`config.mk`:
```
export PLATFORM = sky130hd
export DESIGN_NAME = at_line_framer_classifier
export DESIGN_NICKNAME = d
export VERILOG_FILES = /design/src/rtl/core/afc_pkg.sv /design/src/rtl/core/afc_fifo.sv /design/src/rtl/core/afc_front.sv /design/src/rtl/core/afc_back.sv /design/src/rtl/core/at_line_framer_classifier.sv
export SDC_FILE = /design/constraint.sdc
export NUM_CORES = 1
export LEC_CHECK = 0
export BUFFER_PORTS_ARGS = -buffer_cell sky130_fd_sc_hd__clkbuf_2
export CORE_MARGIN = 3
export CORE_UTILIZATION = 25
export CTS_CLUSTER_SIZE = 16
export DETAILED_ROUTE_END_ITERATION = 10
export HOLD_SLACK_MARGIN = 0.02
export PLACE_DENSITY = 0.5
export SLEW_MARGIN = 20
export SYNTH_ARGS = -nofsm -noshare
export SYNTH_HDL_FRONTEND = slang
export SYNTH_SLANG_ARGS = --single-unit
```
`constraint.sdc`:
```
create_clock -name clk -period 7.6 [get_ports clk]
set_input_delay 0.38 -clock clk [delete_from_list [all_inputs] [get_ports clk]]
set_output_delay 0.38 -clock clk [all_outputs]
set_load 0.02 [all_outputs]
```
`src/rtl/core/afc_pkg.sv`:
```
// Shared types, constants and character helpers for the AT line framer.
package afc_pkg;

    localparam int LINE_CAP   = 256;
    localparam int LEN_W      = 9;
    localparam int KIND_W     = 3;
    localparam int OVF_W      = 32;
    localparam int BYTE_W     = 8;
    localparam int LIMIT_W    = 9;
    localparam int MODE_W     = 2;
    localparam int CFG_IDX_W  = 2;
    localparam int CFG_DATA_W = 9;

    localparam int LEN_OK     = 2;
    localparam int LEN_ERROR  = 5;
    localparam int PREFIX_LEN = 11;
    localparam int TEXT_W     = PREFIX_LEN * BYTE_W;

    localparam logic [LIMIT_W-1:0] LIMIT_RESET = LIMIT_W'(128);
    localparam logic [BYTE_W-1:0]  FOLD_OFFSET = BYTE_W'(32);
    localparam logic [BYTE_W-1:0]  CHAR_CR     = 8'h0D;
    localparam logic [BYTE_W-1:0]  CHAR_LF     = 8'h0A;
    localparam logic [BYTE_W-1:0]  CHAR_COLON  = 8'h3A;
    localparam logic [BYTE_W-1:0]  CHAR_SPACE  = 8'h20;

    // Words are left-justified in an 11-character field, first character on top.
    localparam logic [TEXT_W-1:0] TEXT_OK    = {"OK", 72'h0};
    localparam logic [TEXT_W-1:0] TEXT_ERROR = {"ERROR", 48'h0};
    localparam logic [TEXT_W-1:0] TEXT_CME   = "+CME ERROR:";
    localparam logic [TEXT_W-1:0] TEXT_CMS   = "+CMS ERROR:";

    localparam int FIFO_DEPTH = 4;
    localparam int FIFO_AW    = $clog2(FIFO_DEPTH);

    typedef enum logic [MODE_W-1:0] {
        TERM_CRLF = 2'd0,
        TERM_CR   = 2'd1,
        TERM_LF   = 2'd2,
        TERM_BOTH = 2'd3
    } term_mode_t;

    typedef enum logic [CFG_IDX_W-1:0] {
        CFG_TERM_MODE  = 2'd0,
        CFG_CASE_FOLD  = 2'd1,
        CFG_LINE_LIMIT = 2'd2,
        CFG_UNUSED     = 2'd3
    } cfg_index_t;

    typedef enum logic [KIND_W-1:0] {
        KIND_OTHER = 3'd0,
        KIND_OK    = 3'd1,
        KIND_ERROR = 3'd2,
        KIND_CME   = 3'd3,
        KIND_CMS   = 3'd4
    } line_kind_t;

    // Packed with line_length in the lowest bits.
    typedef struct packed {
        logic [OVF_W-1:0]  overflow_total;
        line_kind_t        line_kind;
        logic [LEN_W-1:0]  line_length;
    } result_t;

    localparam int RES_W        = $bits(result_t);
    localparam int OUT_TDATA_W  = ((RES_W + 7) / 8) * 8;

    function automatic logic [BYTE_W-1:0] fold_char(input logic [BYTE_W-1:0] c);
        logic [BYTE_W-1:0] r;
        r = c;
        if (c inside {["A":"Z"]})
        begin
            r = c + FOLD_OFFSET;
        end
        return r;
    endfunction

    function automatic logic [BYTE_W-1:0] text_char(input logic [TEXT_W-1:0] text,
                                                   input logic [3:0] pos);
        logic [BYTE_W-1:0] r;
        r = '0;
        for (int i = 0; i < PREFIX_LEN; i++)
        begin
            if (pos == 4'(i))
            begin
                r = text[TEXT_W-1-BYTE_W*i -: BYTE_W];
            end
        end
        return r;
    endfunction

    function automatic logic same_char(input logic [BYTE_W-1:0] a,
                                       input logic [BYTE_W-1:0] b,
                                       input logic fold);
        logic r;
        if (fold)
        begin
            r = (fold_char(a) == fold_char(b));
        end
        else
        begin
            r = (a == b);
        end
        return r;
    endfunction

endpackage

```
`src/rtl/core/afc_fifo.sv`:
```
// Short result queue between the framer front end and the output stage.
module afc_fifo
    import afc_pkg::*;
(
    input  logic    clk,
    input  logic    rst_n,
    input  logic    push,
    input  result_t push_data,
    input  logic    pop,
    output result_t pop_data,
    output logic    full,
    output logic    not_empty
);

    result_t              mem_reg [FIFO_DEPTH];
    logic [FIFO_AW-1:0]   wr_ptr_reg, wr_ptr_next;
    logic [FIFO_AW-1:0]   rd_ptr_reg, rd_ptr_next;
    logic [FIFO_AW:0]     count_reg, count_next;

    assign full      = (count_reg == (FIFO_AW+1)'(FIFO_DEPTH));
    assign not_empty = (count_reg != '0);
    assign pop_data  = mem_reg[rd_ptr_reg];

    always_comb
    begin
        wr_ptr_next = wr_ptr_reg;
        rd_ptr_next = rd_ptr_reg;
        count_next  = count_reg;
        if (push)
        begin
            wr_ptr_next = (wr_ptr_reg == FIFO_AW'(FIFO_DEPTH-1)) ? '0 : wr_ptr_reg + 1'b1;
        end
        if (pop)
        begin
            rd_ptr_next = (rd_ptr_reg == FIFO_AW'(FIFO_DEPTH-1)) ? '0 : rd_ptr_reg + 1'b1;
        end
        if (push && !pop)
        begin
            count_next = count_reg + 1'b1;
        end
        else if (pop && !push)
        begin
            count_next = count_reg - 1'b1;
        end
    end

    always_ff @(posedge clk or negedge rst_n)
    begin
        if (!rst_n)
        begin
            wr_ptr_reg <= '0;
            rd_ptr_reg <= '0;
            count_reg  <= '0;
        end
        else
        begin
            wr_ptr_reg <= wr_ptr_next;
            rd_ptr_reg <= rd_ptr_next;
            count_reg  <= count_next;
        end
    end

    always_ff @(posedge clk)
    begin
        if (push)
        begin
            mem_reg[wr_ptr_reg] <= push_data;
        end
    end

    a_no_push_full: assert property (@(posedge clk) disable iff (!rst_n) push |-> !full)
        else $error("result pushed into a full queue");
    a_count_bound: assert property (@(posedge clk) disable iff (!rst_n)
        count_reg <= (FIFO_AW+1)'(FIFO_DEPTH))
        else $error("queue count past depth");

endmodule

```
`src/rtl/core/afc_front.sv`:
```
// Front end: config registers, line framing, running word match and classification.
module afc_front
    import afc_pkg::*;
(
    input  logic                  clk,
    input  logic                  rst_n,
    input  logic                  s_tvalid,
    output logic                  s_tready,
    input  logic [BYTE_W-1:0]     s_tdata,
    input  logic                  cfg_valid,
    output logic                  cfg_ready,
    input  logic [CFG_IDX_W-1:0]  cfg_index,
    input  logic [CFG_DATA_W-1:0] cfg_data,
    input  logic                  queue_full,
    output logic                  push,
    output result_t               push_data
);

    term_mode_t           term_mode_reg;
    logic                 case_fold_reg;
    logic [LIMIT_W-1:0]   line_limit_reg;

    logic [LEN_W-1:0]     length_reg, length_next;
    logic                 drop_reg, drop_next;
    logic                 cr_seen_reg, cr_seen_next;
    logic [3:0]           match_reg, match_next;
    logic [1:0]           suffix_reg, suffix_next;
    logic [OVF_W-1:0]     ovf_reg, ovf_next;

    logic                 accept;
    logic                 is_cr, is_lf;
    logic                 line_end, content;
    logic [LIMIT_W-1:0]   limit_eff;
    logic [3:0]           char_hit;
    logic [3:0]           kill;
    logic                 suffix_set;
    logic [3:0]           pos;
    line_kind_t           kind;

    assign cfg_ready = 1'b1;
    assign s_tready  = !queue_full;
    assign accept    = s_tvalid && s_tready;
    assign is_cr     = (s_tdata == CHAR_CR);
    assign is_lf     = (s_tdata == CHAR_LF);
    assign pos       = length_reg[3:0];
    assign limit_eff = (line_limit_reg > LIMIT_W'(LINE_CAP)) ? LIMIT_W'(LINE_CAP)
                                                              : line_limit_reg;

    always_ff @(posedge clk or negedge rst_n)
    begin
        if (!rst_n)
        begin
            term_mode_reg  <= TERM_CRLF;
            case_fold_reg  <= 1'b0;
            line_limit_reg <= LIMIT_RESET;
        end
        else if (cfg_valid && cfg_ready)
        begin
            case (cfg_index)
                CFG_TERM_MODE:  term_mode_reg  <= term_mode_t'(cfg_data[MODE_W-1:0]);
                CFG_CASE_FOLD:  case_fold_reg  <= cfg_data[0];
                CFG_LINE_LIMIT: line_limit_reg <= cfg_data[LIMIT_W-1:0];
                default:        ;
            endcase
        end
    end

    // Terminator decode.
    always_comb
    begin
        line_end     = 1'b0;
        content      = 1'b0;
        cr_seen_next = cr_seen_reg;
        if (term_mode_reg == TERM_CRLF)
        begin
            if (is_cr)
            begin
                cr_seen_next = 1'b1;
                line_end     = 1'b1;
            end
            else if (cr_seen_reg)
            begin
                // swallow the LF right after a CR
                cr_seen_next = 1'b0;
                content      = !is_lf;
            end
            else if (is_lf)
            begin
                line_end = 1'b1;
            end
            else
            begin
                content = 1'b1;
            end
        end
        else if (is_cr || is_lf)
        begin
            if (!((term_mode_reg == TERM_LF && is_cr) || (term_mode_reg == TERM_CR && is_lf)))
            begin
                line_end = 1'b1;
            end
        end
        else
        begin
            content = 1'b1;
        end
    end

    always_comb
    begin
        char_hit[0] = same_char(s_tdata, text_char(TEXT_OK, pos), case_fold_reg);
        char_hit[1] = same_char(s_tdata, text_char(TEXT_ERROR, pos), case_fold_reg);
        char_hit[2] = same_char(s_tdata, text_char(TEXT_CME, pos), case_fold_reg);
        char_hit[3] = same_char(s_tdata, text_char(TEXT_CMS, pos), case_fold_reg);
        kill[0] = (length_reg < LEN_W'(LEN_OK))     ? !char_hit[0] : 1'b1;
        kill[1] = (length_reg < LEN_W'(LEN_ERROR))  ? !char_hit[1] : 1'b1;
        kill[2] = (length_reg < LEN_W'(PREFIX_LEN)) ? !char_hit[2] : 1'b0;
        kill[3] = (length_reg < LEN_W'(PREFIX_LEN)) ? !char_hit[3] : 1'b0;
        suffix_set = (length_reg == LEN_W'(PREFIX_LEN))
                     && (s_tdata == CHAR_COLON || s_tdata == CHAR_SPACE);
    end

    always_comb
    begin
        kind = KIND_OTHER;
        if (match_reg[0] && length_reg == LEN_W'(LEN_OK))
        begin
            kind = KIND_OK;
        end
        else if (match_reg[1] && length_reg == LEN_W'(LEN_ERROR))
        begin
            kind = KIND_ERROR;
        end
        else if (match_reg[2] && (length_reg == LEN_W'(PREFIX_LEN)
                 || (length_reg > LEN_W'(PREFIX_LEN) && suffix_reg[0])))
        begin
            kind = KIND_CME;
        end
        else if (match_reg[3] && (length_reg == LEN_W'(PREFIX_LEN)
                 || (length_reg > LEN_W'(PREFIX_LEN) && suffix_reg[1])))
        begin
            kind = KIND_CMS;
        end
    end

    always_comb
    begin
        length_next = length_reg;
        drop_next   = drop_reg;
        match_next  = match_reg;
        suffix_next = suffix_reg;
        ovf_next    = ovf_reg;
        push        = 1'b0;
        push_data.overflow_total = ovf_reg;
        push_data.line_kind      = kind;
        push_data.line_length    = length_reg;
        if (accept && line_end)
        begin
            // report unless discarded, then start a fresh line
            push        = !drop_reg;
            drop_next   = 1'b0;
            length_next = '0;
            match_next  = '1;
            suffix_next = '0;
        end
        else if (accept && content && !drop_reg)
        begin
            if (length_reg >= limit_eff)
            begin
                drop_next   = 1'b1;
                ovf_next    = ovf_reg + 1'b1;
                length_next = '0;
            end
            else
            begin
                match_next     = match_reg & ~kill;
                suffix_next[0] = suffix_reg[0] | (match_reg[2] & suffix_set);
                suffix_next[1] = suffix_reg[1] | (match_reg[3] & suffix_set);
                length_next    = length_reg + 1'b1;
            end
        end
    end

    always_ff @(posedge clk or negedge rst_n)
    begin
        if (!rst_n)
        begin
            length_reg  <= '0;
            drop_reg    <= 1'b0;
            cr_seen_reg <= 1'b0;
            match_reg   <= '1;
            suffix_reg  <= '0;
            ovf_reg     <= '0;
        end
        else
        begin
            length_reg  <= length_next;
            drop_reg    <= drop_next;
            match_reg   <= match_next;
            suffix_reg  <= suffix_next;
            ovf_reg     <= ovf_next;
            if (accept)
            begin
                cr_seen_reg <= cr_seen_next;
            end
        end
    end

    a_drop_empty: assert property (@(posedge clk) disable iff (!rst_n)
        drop_reg |-> (length_reg == '0))
        else $error("discarded line still holds a length");
    a_len_cap: assert property (@(posedge clk) disable iff (!rst_n)
        length_reg <= LEN_W'(LINE_CAP))
        else $error("line length past capacity");

endmodule

```
`src/rtl/core/afc_back.sv`:
```
// Back end: output register that drains the result queue onto the master stream.
module afc_back
    import afc_pkg::*;
(
    input  logic                   clk,
    input  logic                   rst_n,
    input  logic                   queue_not_empty,
    input  result_t                queue_data,
    output logic                   pop,
    output logic                   m_tvalid,
    input  logic                   m_tready,
    output logic [OUT_TDATA_W-1:0] m_tdata
);

    logic    out_valid_reg, out_valid_next;
    result_t out_data_reg;

    // Refill whenever the register is empty or being taken this cycle.
    assign pop = queue_not_empty && (!out_valid_reg || m_tready);

    always_comb
    begin
        out_valid_next = out_valid_reg;
        if (pop)
        begin
            out_valid_next = 1'b1;
        end
        else if (m_tready)
        begin
            out_valid_next = 1'b0;
        end
    end

    always_ff @(posedge clk or negedge rst_n)
    begin
        if (!rst_n)
        begin
            out_valid_reg <= 1'b0;
        end
        else
        begin
            out_valid_reg <= out_valid_next;
        end
    end

    always_ff @(posedge clk)
    begin
        if (pop)
        begin
            out_data_reg <= queue_data;
        end
    end

    assign m_tvalid = out_valid_reg;
    assign m_tdata  = {(OUT_TDATA_W-RES_W)'(0), out_data_reg};

    a_pop_nonempty: assert property (@(posedge clk) disable iff (!rst_n)
        pop |-> queue_not_empty)
        else $error("pop from an empty queue");

endmodule

```
`src/rtl/core/at_line_framer_classifier.sv`:
```
// Top level of the AT line framer and final-result classifier.
//
//  channel   dir  handshake          payload
//  s_*       in   s_tvalid/s_tready  s_tdata[7:0] rx_byte
//  cfg_*     in   cfg_valid/ready    cfg_index (0 term_mode, 1 case_fold, 2 line_limit),
//                                    cfg_data
//  m_*       out  m_tvalid/m_tready  m_tdata: line_length, line_kind, overflow_total
//
// One byte is accepted per cycle while the queue is not full; the front end decodes and
// classifies it in that cycle and writes any line result into a four-entry queue.
// The edge that accepts a terminating byte pushes its result into the queue; the output
// register loads it from there and raises m_tvalid once the register is empty or being taken.
// s_tready drops only while the queue is full; the output register refills in the
// same cycle it is taken when the queue holds a result. cfg_ready is always high.
// Reset is asynchronous and active low and needs no clearing pass.
module at_line_framer_classifier
    import afc_pkg::*;
(
    input  logic                   clk,
    input  logic                   rst_n,
    input  logic                   s_tvalid,
    output logic                   s_tready,
    input  logic [BYTE_W-1:0]      s_tdata,   // [7:0] rx_byte
    input  logic                   cfg_valid,
    output logic                   cfg_ready,
    input  logic [CFG_IDX_W-1:0]   cfg_index,
    input  logic [CFG_DATA_W-1:0]  cfg_data,
    output logic                   m_tvalid,
    input  logic                   m_tready,
    output logic [OUT_TDATA_W-1:0] m_tdata    // [8:0] line_length, [11:9] line_kind,
                                              // [43:12] overflow_total, [47:44] zero
);

    logic    push, pop, queue_full, queue_not_empty;
    result_t push_data, queue_data;

    afc_front u_front (
        .clk        (clk),
        .rst_n      (rst_n),
        .s_tvalid   (s_tvalid),
        .s_tready   (s_tready),
        .s_tdata    (s_tdata),
        .cfg_valid  (cfg_valid),
        .cfg_ready  (cfg_ready),
        .cfg_index  (cfg_index),
        .cfg_data   (cfg_data),
        .queue_full (queue_full),
        .push       (push),
        .push_data  (push_data)
    );

    afc_fifo u_fifo (
        .clk       (clk),
        .rst_n     (rst_n),
        .push      (push),
        .push_data (push_data),
        .pop       (pop),
        .pop_data  (queue_data),
        .full      (queue_full),
        .not_empty (queue_not_empty)
    );

    afc_back u_back (
        .clk             (clk),
        .rst_n           (rst_n),
        .queue_not_empty (queue_not_empty),
        .queue_data      (queue_data),
        .pop             (pop),
        .m_tvalid        (m_tvalid),
        .m_tready        (m_tready),
        .m_tdata         (m_tdata)
    );

endmodule

```
**Word level (Yosys, flattened, before mapping)**

Memories as Yosys holds them, arrays and structs flattened. A register that Yosys moved wholly into a read port is not among the register bits.
Cells that the tools add are included.

- Flip-flop bits (word level): 69
- RAM bits: 176
- Bits of input ports: 24
- Output and inout bits: 51
- Logic and storage cells: 230
- Memories: 1

- Add/sub/neg operators: 11
- $lt $le $gt $ge: 16
- Eq/ne operators: 33
- Multiplexer cells: 97
- Bitwise logic cells: 7
- Reductions and logical operators: 52

Memory list:

| name | words | width | rd ports | clocked after Yosys merged registers in | write ports | RTL line | text |
|---|---|---|---|---|---|---|---|
| u_fifo.mem_reg | 4 | 44 | 1 | 1 | 1 | afc_fifo.sv:15 | `result_t mem_reg [FIFO_DEPTH];` |

Operators with widths:

| operator | number |
|---|---|
| 7-bit two-way mux | 32 |
| 8-bit two-way mux | 18 |
| 8-bit == test | 5 |
| 9-bit two-way mux | 4 |
| 32-bit by 1-bit adder with 32-bit output (second input constant) | 1 |
| 1-bit two-way mux | 28 |
| 7-bit by 6-bit adder with 8-bit output (second input constant) | 3 |
| 8-bit by 7-bit == test with 1-bit output | 3 |
| 7-bit >= comparator (second input constant) | 3 |
| 7-bit <= comparator (second input constant) | 3 |
| 1-bit logical AND | 21 |
| 3-bit two-way mux | 6 |
| 8-bit by 6-bit adder with 8-bit output (second input constant) | 2 |
| 4-bit by 3-bit == test with 1-bit output (second input constant) | 4 |
| 8-bit by 4-bit == test with 1-bit output (second input constant) | 2 |
| 8-bit by 6-bit == test with 1-bit output (second input constant) | 2 |
| 8-bit by 7-bit >= comparator with 1-bit output (second input constant) | 2 |
| 8-bit by 7-bit <= comparator with 1-bit output (second input constant) | 2 |
| 4-bit == test (second input constant) | 3 |
| 4-bit two-way mux | 3 |
| 2-bit AND reduction | 6 |
| 1-bit zero test | 10 |
| 2-bit two-way mux | 5 |
| 9-bit by 1-bit adder with 9-bit output (second input constant) | 1 |
| other kinds (30) | 47 |

**Longest topological paths before layout**

- Word-level depth: 25
- Depth in mapped cells: 14
- Gate-level depth less buffers: 12

**Modules after synthesis**

Synthesis repeated with hierarchy kept, for this count alone.

- Cells, all modules: 784
- Area total of the unflattened synthesis: 12325.6 um^2

By module, submodules not included:

| module | instances | cells each | area each (um^2) |
|---|---|---|---|
| afc_fifo | 1 | 267 | 6829.0 |
| afc_front | 1 | 464 | 4097.7 |
| afc_back | 1 | 53 | 1398.8 |

**Least setup slack after synthesis**

No wires, ideal clock.

- Kind: reg-to-reg
- From: reg u_fifo.count_reg[0]
- To: reg u_fifo.count_reg[1]
- Setup time: 0.125 ns
- Data arrival time: 3.925 ns
- Required time: 7.475 ns
- Setup slack: 3.550 ns
- Stages on the path, launching flop included: 8
- Path buffers: 0
- Cells stage by stage: dfrtp_1 -> nor3_1 -> a21oi_1 -> inv_1 -> ha_1 -> inv_1 -> fa_1 -> mux2_2

RTL lines:

| element | RTL line | text |
|---|---|---|
| from (decl) | afc_fifo.sv:18 | `logic [FIFO_AW:0] count_reg, count_next;` |
| from (signal assigned) | afc_fifo.sv:59 | `count_reg <= count_next;` |
| 3-bit nonzero test | afc_fifo.sv:21 | `assign not_empty = (count_reg != '0);` |
| 1-bit logical AND | afc_back.sv:19 | `assign pop = queue_not_empty && (!out_valid_reg \|\| m_tready);` |
| named net pop | at_line_framer_classifier.sv:34 | `logic push, pop, queue_full, queue_not_empty;` |
| 1-bit zero test | afc_fifo.sv:37 | `if (push && !pop)` |
| 1-bit logical AND | afc_fifo.sv:37 |  |
| 3-bit two-way mux | afc_fifo.sv:37 |  |
| named net u_fifo.count_next[1] | afc_fifo.sv:18 |  |

The timed path passes the listed nets, and every way through them passes these cells. The select of a mux whose other input is x is not followed.
A chain may end at the register's enable or synchronous reset.

**Worst setup path in the final report**

- From: reg u_front.length_reg[1]
- To: reg u_front.match_reg[3]

- Word-level cells in the longest chain between the ends: 25

Ends and longest elaborated chain:

| element | RTL line | text |
|---|---|---|
| from (decl) | afc_front.sv:23 | `logic [LEN_W-1:0] length_reg, length_next;` |
| from (signal assigned) | afc_front.sv:197 | `length_reg <= length_next;` |
| 4-bit zero test | afc_pkg.sv:83 | `if (pos == 4'(i))` |
| 6-bit two-way mux | afc_pkg.sv:83 |  |
| 7-bit two-way mux (10 in a row) | afc_pkg.sv:83 |  |
| 7-bit >= comparator or 7-bit <= comparator (tied branches) | afc_pkg.sv:70 | `if (c inside {["A":"Z"]})` |
| 1-bit logical AND | afc_pkg.sv:70 |  |
| 8-bit two-way mux | afc_pkg.sv:70 |  |
| 8-bit two-way mux | afc_pkg.sv:95 | `if (fold)` |
| 8-bit == test | afc_pkg.sv:97 | `r = (fold_char(a) == fold_char(b));` |
| 1-bit two-way mux | afc_pkg.sv:95 |  |
| 1-bit zero test | afc_front.sv:118 | `kill[3] = (length_reg < LEN_W'(PREFIX_LEN)) ? !char_hit[3] : 1'b0;` |
| 1-bit two-way mux | afc_front.sv:118 |  |
| 4-bit inverter | afc_front.sv:176 | `match_next = match_reg & ~kill;` |
| 4-bit AND | afc_front.sv:176 |  |
| 4-bit two-way mux | afc_front.sv:168 | `if (length_reg >= limit_eff)` |
| 4-bit two-way mux | afc_front.sv:166 | `else if (accept && content && !drop_reg)` |
| 4-bit two-way mux | afc_front.sv:157 | `if (accept && line_end)` |
| to (signal assigned) | afc_front.sv:199 | `match_reg <= match_next;` |
| to (decl) | afc_front.sv:26 | `logic [3:0] match_reg, match_next;` |

Several ways; a longest one is shown, not always the timed one. The select of a mux whose other input is x is not followed.

==> results.py <==
metrics = {
    "status": {
        "status": "finished clean",
    },
    "worst_setup_path": {
        "startpoint_type": "flip-flop",
        "timing.rr.start": "u_front.length_reg[1]",
        "path_max_fanout": 14,
        "critPathLaunch": "u_front.length_reg[1]",
        "rrSetupSlack_ns": 4.06,
        "path_class": "flip-flop to flip-flop",
        "cp.required_ns": 8.10,
        "critPathArrivalTime_ns": 4.05,
        "worstSetupEndpointType": "flip-flop",
    },
    "synthesis": {
        "ys_seq_area_share_pct": 67.73,
        "yosys.area.top_type_share_pct": 53.65,
        "synthTopCellsByArea": "edfxtp_1 (54%), dfrtp_1 (13%), mux4_2 (8.0%)",
        "yosys_register_bits": 289,
        "ys_async_sr_fraction_pct": 23.88,
        "synth_edf_count": 220,
        "syn-cell-area_mm2": 0.01231,
        "synth_top_area_cell": "edfxtp_1",
        "ys_types": 68,
        "synth_warnings": 0,
        "syn_avg_cell_area_um2": 15.69,
        "netlist_instances": 785,
        "synth-main-ff-cell": "edfxtp_1",
    },
    "sta": {
        "min_period_over_period_pct": 46.63,
        "hold_violations": 0,
        "finalClockSkew_ns": 0.01119,
        "relSlewSlack_pct": 35.15,
        "period_needed_ns": 3.544,
        "fmax_mhz": 282.2,
        "rsz0062_at_grt": "false",
        "fin_setup_tns_ns": 0,
        "final-max-slew-violation-count": 0,
        "worst_pin_slew_ns": 0.9728,
        "finalSetupViolCount": 0,
    },
    "finish": {
        "largest_register_ff_count": 176,
        "stdcell_count": 1543,
        "num-fill-cells": 4802,
        "drive_gt1_share_pct": 24.13,
        "antenna_cells": 0,
        "multiInputGateArea_mm2": 0.003761,
        "area_delta_synth_final_pct": 17.29,
        "regArea_mm2": 0.008342,
        "final_nets": 910,
    },
    "clocking": {
        "cts_root_buf": "clkbuf_16",
        "h-tree-depth": 1,
        "clock_sinks": 289,
        "cts_buffers": 31,
        "cts.clk_slew.worst_paths_ns": 0.06,
        "cts_buffer_depth": 3,
        "insertion_delay_ns": 0.58,
        "cts_setup_buffers": 0,
        "cts_tree": "done",
        "cts_resized": 0,
    },
    "flow_run": {
        "max-cap-violations": 0,
    },
    "place": {
        "dp_hpwl_um": 16190,
        "gp_congestion": 0.7895,
        "dp.cells": 1483,
        "portBuffers": 69,
    },
    "floorplan": {
        "die_width_um": 227.9,
        "dieArea_mm2": 0.05195,
        "rows": 80,
        "initial_core_util_pct": 25.57,
        "die_h_um": 227.9,
        "ioPinCount": 75,
        "coreArea_mm2": 0.04815,
    },
    "route": {
        "drt-total-wl_um": 25940,
        "vias": 6837,
        "drc_errors": 0,
        "wire_per_inst_um": 16.81,
        "drt-vias-per-instance": 4.431,
        "antenna_left": 0,
        "drtIter0Drc": 481,
        "first_pass_iters": 5,
    },
    "grt": {
        "grt_pass1_wl_um": 40810,
        "gr-total-overflow": 0,
        "grt_max_degree": 70,
        "grt.total_usage_pct": 9.793,
        "grt_pass1_vias": 6830,
        "antenna_found_initial": 1,
    },
    "pwr": {
        "p_leak_nw": 5.469,
        "max-vdd-ir-drop_mv": 0.1871,
        "power_density_mw_per_mm2": 329.4,
    },
    "worst_hold_path": {
        "hp-start": "cfg_data[7]",
        "hold_class": "primary input to flip-flop",
    },
}
==> metal layers <==
layer,vias to the layer above,global-route usage (%),wire length [µm]
met3,44,1.946,1145
li1,3191,-,-
met5,-,0,0
met2,144,15.85,12180
met1,3458,13.65,12060
met4,0,2.190,555
==> cell usage after synthesis (3+ instances only) <==
master       n
edfxtp_1   220
dfrtp_1     64
nand2_1     46
mux4_2      44
xnor2_1     38
nor2_1      31
nand3_1     25
clkbuf_1    23
ha_1        23
o21ai_0     23
a21oi_1     22
mux2_2      21
inv_1       15
nand4_1     14
xor2_1      13
and3_1      12
nor3_1      12
and2_1       9
buf_1        9
nor2b_1      8
buf_4        6
nor4_1       6
and4_1       5
dfstp_2      5
nand2b_1     5
o21a_1       5
o22ai_1      5
o32ai_1      5
nand3b_1     4
or3_1        4
a211oi_1     3
buf_2        3
nor4b_1      3
o2111ai_1    3
or4_1        3
==> what timing repair did <==
action	CTS	global route
endpoints found under the hold margin	65	0
hold buffers	2	0
endpoints found under the setup margin	0	0
==> through the flow <==
stage	area [µm²]	power, mW	util [%]	hold WS (ns)	worst slack, ns
6_report	14440	4.756	29.99	0.05093	4.056
5_1_grt	14440	5.015	29.99	0.02458	3.684
4_1_cts	14440	4.834	29.99	0.02321	4.054
3_5_place_dp	13410	3.342	27.86	0.4880	4.001
3_3_place_gp	13410	3.338	27.86	0.4744	4.081
2_1_floorplan	12320	2.957	-	0.08441	3.550
==> critical path: stages (launching register included) <==
cell and delay (ns):
dfrtp_1 0.57, inv_1 0.17, ha_1 0.37, o311ai_1 0.78, inv_1 0.24, ha_1 0.28, a221oi_1 0.29, nand4_1 0.19
nor3_1 0.17, nand3_1 0.11, a31oi_1 0.19, o211ai_1 0.10
==> kinds of logic after synthesis <==
logic type                 share of synthesized area (%)
other                                            0.06099
buffers and inverters                              1.951
DFF                                                67.73
and+or+nand+nor                                    9.034
muxes                                              9.969
adders and majority gates                          2.500
xor gates and xnor gates                           3.628
AOI/OAI and AO/OA                                  5.132
==> worst paths after layout <==
path | to | depth (start not counted)
worst max-delay path | u_front.match_reg[3] | 11
worst min-delay path | u_front.line_limit_reg[7] | 2
worst max register to register | u_front.match_reg[3] | 11
worst min register to register | u_fifo.count_reg[2] | 1
max in group asynchronous | u_fifo.rd_ptr_reg[0] | 2
min in group asynchronous | u_front.ovf_reg[17] | 2
==> layout by cell type (no fill, tap or decap), drive strengths merged, types with 12 or more instances in the layout <==
cell type,count
clkbuf,110
ha,23
mux2,21
nor2,31
mux4,44
nor3,13
xnor2,38
and3,12
dfrtp,64
inv,19
o21ai,23
xor2,13
buf,12
nand2,46
clkinv,12
edfxtp,220
nand3,27
nand4,14
a21oi,23
==> layout make-up <==
type / count / share of cell area (%)
Clock buffer: 42 / 6.073
Clock inverter: 16 / 0.9011
Inverter: 16 / 0.4159
Multi-Input combinational cell: 442 / 26.04
Sequential cell: 289 / 57.76
Tap cell: 656 / 5.684
Timing Repair Buffer: 82 / 3.119
==> power by group <==
group / total, mW / internal, mW / switching (mW)
combinational: 1.24 / 0.489 / 0.755
clock: 1.47 / 0.847 / 0.626
sequential: 2.04 / 1.89 / 0.150
No activity file was read; power rests on OpenSTA's default activity.
